[src/hw/rtl/rcs_pkg.sv]
// Shared types, constants and helper functions of the column span setup core.
// Depends on nothing; imported by every RTL module of the block.
package rcs_pkg;

  localparam int SCREEN_HEIGHT = 512;
  localparam int ROW_W         = 13;
  localparam int DIV_STEPS     = 32;
  localparam int TEX_W         = 13;
  localparam int DIFF_W        = 17;

  localparam logic [31:0] LH_MIN    = 32'h0001_0000;
  localparam logic [31:0] LH_MAX    = 32'hFFFF_FFFF;
  localparam logic [23:0] ADDR_MAX  = 24'hFF_FFFF;
  localparam logic [31:0] START_MAX = 32'hFFFF_FFFF;

  // Configuration register indexes.
  typedef enum logic [1:0] {
    REG_TEX_WIDTH  = 2'd0,
    REG_TEX_HEIGHT = 2'd1,
    REG_TEX_STRIDE = 2'd2
  } reg_idx_t;

  // Item moving through one restoring division cell.
  typedef struct packed {
    logic        valid;
    logic [31:0] rem;
    logic [31:0] dvsr;
    logic [31:0] quo;
  } rcs_div_t;

  // Integer part of a Q.17 value, rounding toward zero.
  function automatic logic signed [35:0] trunc_q17(input logic signed [35:0] v);
    logic signed [35:0] neg;
    neg = -v;
    if (v >= 0) begin
      trunc_q17 = v >>> 17;
    end else begin
      trunc_q17 = -(neg >>> 17);
    end
  endfunction

  // Clamp a row number to the screen.
  function automatic logic [ROW_W-1:0] clamp_rows(input logic signed [35:0] v);
    if (v < 0) begin
      clamp_rows = '0;
    end else if (v > 36'(SCREEN_HEIGHT)) begin
      clamp_rows = ROW_W'(SCREEN_HEIGHT);
    end else begin
      clamp_rows = v[ROW_W-1:0];
    end
  endfunction

endpackage

[src/hw/rtl/rcs_div_cell.sv]
// One cell of the division chain: resolves one quotient bit per item.
// Depends on rcs_pkg.
module rcs_div_cell
  import rcs_pkg::*;
(
  input  logic     clk,
  input  logic     rst,
  input  rcs_div_t din,
  output rcs_div_t dout
);

  logic [32:0] shifted;
  logic [32:0] trial;
  logic        take;
  rcs_div_t    cell_next;

  // Shift in a zero bit and subtract the divisor when it fits.
  always_comb begin
    shifted   = {din.rem, 1'b0};
    trial     = shifted - {1'b0, din.dvsr};
    take      = shifted >= {1'b0, din.dvsr};
    cell_next = din;
    cell_next.rem = take ? trial[31:0] : shifted[31:0];
    cell_next.quo = {din.quo[30:0], take};
  end

  // Only the valid bit is control state and is cleared by reset.
  always_ff @(posedge clk) begin
    if (rst) begin
      dout.valid <= 1'b0;
    end else begin
      dout.valid <= din.valid;
    end
    dout.rem  <= cell_next.rem;
    dout.dvsr <= cell_next.dvsr;
    dout.quo  <= cell_next.quo;
  end

endmodule

[src/hw/rtl/rcs_divider.sv]
// Pipelined 32-bit quotient divider built from a row of division cells.
// Depends on rcs_pkg and rcs_div_cell.
module rcs_divider
  import rcs_pkg::*;
(
  input  logic     clk,
  input  logic     rst,
  input  rcs_div_t din,
  output rcs_div_t dout
);

  rcs_div_t link [DIV_STEPS+1];

  assign link[0] = din;

  // Each cell hands its partial remainder to the next one every cycle.
  for (genvar i = 0; i < DIV_STEPS; i++) begin : g_cell
    rcs_div_cell u_cell (
      .clk  (clk),
      .rst  (rst),
      .din  (link[i]),
      .dout (link[i+1])
    );
  end

  assign dout = link[DIV_STEPS];

endmodule

[config.mk]
export PLATFORM = sky130hd
export DESIGN_NAME = rcs_divider
export DESIGN_NICKNAME = d
export VERILOG_FILES = /design/src/hw/rtl/rcs_pkg.sv /design/src/hw/rtl/rcs_div_cell.sv /design/src/hw/rtl/rcs_divider.sv
export SDC_FILE = /design/constraint.sdc
export NUM_CORES = 2
export LEC_CHECK = 0
export BUFFER_PORTS_ARGS = -buffer_cell sky130_fd_sc_hd__clkbuf_2
export CORE_MARGIN = 2
export CORE_UTILIZATION = 57
export CTS_CLUSTER_SIZE = 20
export DETAILED_ROUTE_END_ITERATION = 8
export PLACE_DENSITY = 0.76
export SYNTH_ARGS = -nofsm -noshare
export SYNTH_HDL_FRONTEND = slang
export SYNTH_SLANG_ARGS = --single-unit
[constraint.sdc]
create_clock -name clk -period 3.6 [get_ports clk]
set_clock_uncertainty 0.1 [all_clocks]
set_input_delay 0.54 -clock clk [delete_from_list [all_inputs] [get_ports clk]]
set_output_delay 0.54 -clock clk [all_outputs]
set_load 0.005 [all_outputs]
# After elaboration in Yosys (flattened, before gate mapping)
# Cells that the tools add are included.
classes:
  n_reduce_logical: 0
  bitwise: 0
  addsub: 32
  n_mul: 0
  order_cmp: 32
  shift: 0
  n_mux: 32
  n_div: 0
  n_eq_ne: 0
op_table:
  columns: ["cell", "count"]
  rows:
  - ["33-bit by 32-bit >= comparator with 1-bit output", 32]
  - ["32-bit two-way mux", 32]
  - ["32-bit subtractor", 32]
word_totals:
  in_bits: 99
  mem_bits_ro: 0
  n_memories: 0
  wordCells: 256
  ram_bits: 0
  register_bits: 2608
  output_inout_bits: 97
  latchBits: 0

# Longest topological paths before layout
logic_depth:
  depth_word: 2
  depth_mapped: 17
  mapped_depth_nobuf: 14

# Cells and area by module
# Synthesis repeated with hierarchy kept, for this count alone.
unflattened:
  hier_cells: 13377
  hier_area_um2: 139696.5
modules_own_cells:
  columns: ["module", "cells_each", "n_inst", "area_per_inst_um2", "seq_area_each_um2"]
  rows:
  - ["rcs_div_cell (g_cell[0].u_cell ...)", 418, 31, 4365.4, 1941.9]
  - ["rcs_div_cell (g_cell[20].u_cell)", 419, 1, 4367.9, 1941.9]

# Worst setup path after synthesis
# No wires, ideal clock.
synth_timing:
  path_type: "input-to-reg"
  start: "input port din[44] (netlist bit)"
  end: "register g_cell[0].u_cell.dout[75] (netlist bit)"
  stages: 14
  required_time_ns: 3.379
  setup_ns: 0.121
  arrival_time_ns: 3.406
  slack_ns: -0.027
  n_path_buf: 3
  path_cell_list: "inv_1 > ha_1 > and2_1 > clkbuf_1 > nand4_1 > or4_1 > o41ai_1 > nor2_1 > and3_1 > o31ai_1 > a211o_1 > buf_2 > buf_2 > mux2_2"
synth_lines:
  columns: ["element", "line", "source"]
  rows:
  - ["start: declaration", "rcs_divider.sv:8", "input rcs_div_t din,"]
  - ["end: declaration", "rcs_div_cell.sv:9", "output rcs_div_t dout"]

==> impl_metrics.tcl <==
set metrics [dict create \
    place.gp.congestion 0.938 \
    syn-cell-area_sq_um 118000 \
    ys_warn_count 0 \
    path_max_fanout 7 \
    pin_count 196 \
    drive_above_1_share_pct 16.0 \
    drv_slew 0 \
    ant_nets 0 \
    tns_ns 0 \
    p_leak_nw 65.5 \
    grt_pass1_vias 91200 \
    crit_family "compound AO/OA/AOI/OAI gates" \
    dpl.hpwl_um 230000 \
    num-nets-final 14800 \
    hp-class "in -> reg" \
    vias 92700 \
    h-tree-depth 5 \
    start_util_pct 57.5 \
    dieArea_sq_um 211000 \
    largest_register_ffs 2608 \
    place_ws_ns -0.242 \
    antenna_found_initial 4 \
    cp-end-kind "register" \
    power_mw 154 \
    worst_pin_slew_ns 0.764 \
    min_period_ns 3.54 \
    max-vdd-ir-drop_mv 0.692 \
    final.setup.worst_slack_ns 0.0573 \
    top_layer "met5" \
    dr_wl_met3_um 15000 \
    clk_pin_slew_ns 0.06 \
    cts_num_sinks 2608 \
    path_cells "inv_1 > ha_1 > o21a_1 > nor2_1 > o31ai_4 > a211o_1 > a31oi_4 > o21ai_2 > a31oi_2 > o21ai_2 > a211oi_4 > buf_12 > buf_8 > buf_12 > mux2_4" \
    top_regs "g_cell.u_cell.dout: 2608 flops" \
    clk_latency_ns 0.93 \
    cpPeakStageDelay_ns 0.43 \
    cp.required_ns 4.30 \
    hold_viol_final 0 \
    synth_edf_count 0 \
    vias_per_cell 5.61 \
    clock-root-buffer "clkbuf_16" \
    cts-buffers-inserted 285 \
    io_buffers 163 \
    netlist_instances 12600 \
    drv_cap 0 \
    rsz0062_at_grt "true" \
    ys_seq_area_share_pct 44.3 \
    crit_start "g_cell[15].u_cell.dout[39]$_DFF_P_" \
    wire_per_inst_um 18.5 \
    power_density_nw_per_um2 1100 \
    startpoint_type "register" \
    grt_pass1_wl_um 473000 \
    setup_viol 0 \
    drt-pass1-iter-count 8 \
    core_sq_um 205000 \
    postSynthRegisterBits 2608 \
    maxSlewHeadroom_pct 47.8 \
    fmax_ghz 0.282 \
    placementRows 166 \
    synth-main-ff-cell "dfxtp_1" \
    synth_area_per_cell_sq_um 9.33 \
    wl_met1_um 127000 \
    outcome "finished clean" \
    tritoncts "done" \
    worstSetupPathType "reg -> reg" \
    syn_nets 13800 \
    regMostFlops "g_cell.u_cell.dout" \
    arrival_ns 4.24 \
    crit_slowest_cell "dfxtp_1" \
    crit_buf_inv 4 \
    drt-total-wl_um 305000 \
    die_w_um 459 \
    wl_met2_um 150000 \
    die_y_um 459 \
    grt_max_degree 60 \
    grt_use_total_pct 27.6 \
    min_from "rst" \
    async_reset_ff_share_pct 0 \
    route.detailed.drc 0 \
    gr-total-overflow 0 \
    ys_types 99 \
    timing.rr.start "g_cell[15].u_cell.dout[39]$_DFF_P_" \
    flow.area_growth_from_synthesis_pct 18.5 \
    cts_max_path_buffers 4 \
    drt_iter0_markers 6207 \
    fin_crit_sh_pct 98.4 \
]
## worst reg2reg max path: cells and delay by family, from the launching register on
| family | cells | cell delay (ns) |
|---|---|---|
| AO/OA/AOI/OAI | 8 | 1.48 |
| adder cells (fa/ha/maj) | 1 | 0.35 |
| buffers and inverters | 4 | 0.51 |
| flip-flops | 1 | 0.43 |
| multiplexers | 1 | 0.31 |
| AND/OR/NAND/NOR | 1 | 0.22 |
## placed cells by master (no fill, tap or decap), drive strengths merged, types with 55 or more instances in the layout
master / Yosys / final
clkinv: 0 / 55
inv: 1303 / 1312
dfxtp: 2608 / 2608
xor2: 348 / 348
nor3: 139 / 139
nand2: 820 / 821
nand4: 155 / 155
xnor2: 510 / 510
nor2: 776 / 776
a21oi: 1071 / 1071
mux2: 401 / 401
nand3: 211 / 211
ha: 1024 / 1024
a21o: 512 / 512
o21a: 125 / 125
a211oi: 65 / 65
nand2b: 162 / 162
nor2b: 203 / 203
buf: 84 / 773
o31ai: 70 / 70
dlygate4sd3: 0 / 65
o21bai: 118 / 118
a31oi: 106 / 106
and3: 84 / 84
o21ai: 791 / 791
clkbuf: 231 / 548
## synthesized netlist by cell type, types with 33 or more instances
cell type | instances | area share (%)
a211o_1 | 34 | 0.25
a211oi_1 | 62 | 0.39
a21boi_0 | 33 | 0.21
a21o_1 | 512 | 3.3
a21oi_1 | 1070 | 4.5
a31oi_1 | 105 | 0.56
and2_1 | 48 | 0.25
and3_1 | 83 | 0.44
buf_2 | 59 | 0.25
clkbuf_1 | 231 | 0.74
dfxtp_1 | 2608 | 44
ha_1 | 1024 | 11
inv_1 | 1302 | 4.1
mux2_2 | 376 | 3.6
nand2_1 | 820 | 2.6
nand2b_1 | 162 | 0.86
nand3_1 | 211 | 0.90
nand4_1 | 155 | 0.82
nor2_1 | 775 | 2.5
nor2b_1 | 203 | 1.1
nor3_1 | 139 | 0.59
o211ai_1 | 45 | 0.29
o21a_1 | 125 | 0.80
o21ai_0 | 757 | 3.2
o21ai_1 | 33 | 0.14
o21bai_1 | 118 | 0.75
o31ai_1 | 69 | 0.44
or3_1 | 36 | 0.19
xnor2_1 | 510 | 3.8
xor2_1 | 348 | 2.6
## worst paths after layout
check                                                             end  slack (ns)  cells after the start
worst min register to register       g_cell[5].u_cell.dout[2]$_DFF_P_        0.21                      0
worst max-delay path               g_cell[16].u_cell.dout[82]$_DFF_P_        0.06                     15
worst min-delay path            g_cell[26].u_cell.dout[96]$_SDFF_PP0_        0.09                      2
worst max register to register     g_cell[16].u_cell.dout[82]$_DFF_P_        0.06                     15
## report_power, final
part	switching [mW]	internal [mW]
clock	11.5	17.4
sequential	6.08	39.1
combinational	41.7	37.9
## cell type report
cell class	count	area, sq um
diodes	3	7.51
clock buffers	370	7990
clock inverters	111	1300
fillers	15900	65500
inverters	1303	4890
multi-input cells	8408	61500
flip-flops and latches	2608	52300
well taps	2688	3360
repair buffers	1018	8360
## routing by layer
metal	track usage, %	up-vias
met5	0	-
met4	12.0	2
met3	3.46	863
met2	49.3	2749
met1	33.3	43500
li1	-	45600
## repair_timing
| item | CTS | global route |
|---|---|---|
| buffers inserted | 51 | 63 |
| pin swaps | 37 | 163 |
| resized for setup | 97 | 379 |
| hold buffers | 65 | 0 |
| endpoints found under the hold margin | 65 | 0 |
| setup endpoints to repair | 420 | 815 |
| cloned | 7 | 16 |
## cell families after synthesis
family / after synthesis / synth area share (%)
AOI/OAI and AO/OA: 3299 / 17.5
xor gates and xnor gates: 858 / 6.37
adders and majority gates: 1056 / 11.4
buffers and inverters: 1618 / 5.26
DFF: 2608 / 44.3
muxes: 422 / 4.07
and+or+nand+nor: 2772 / 11.1
## stage by stage
step	instance area (sq um)	std cells	hold WS, ns	util [%]
2_1_floorplan	118000	12600	0.210	-
3_3_place_gp	126000	15800	0.210	61.6
3_5_place_dp	126000	15800	0.212	61.6
4_1_cts	137000	16400	0.0338	66.9
5_1_grt	140000	16500	0.114	68.1
6_report	140000	16500	0.0868	68.1
No activity file was read; power rests on OpenSTA's default activity.
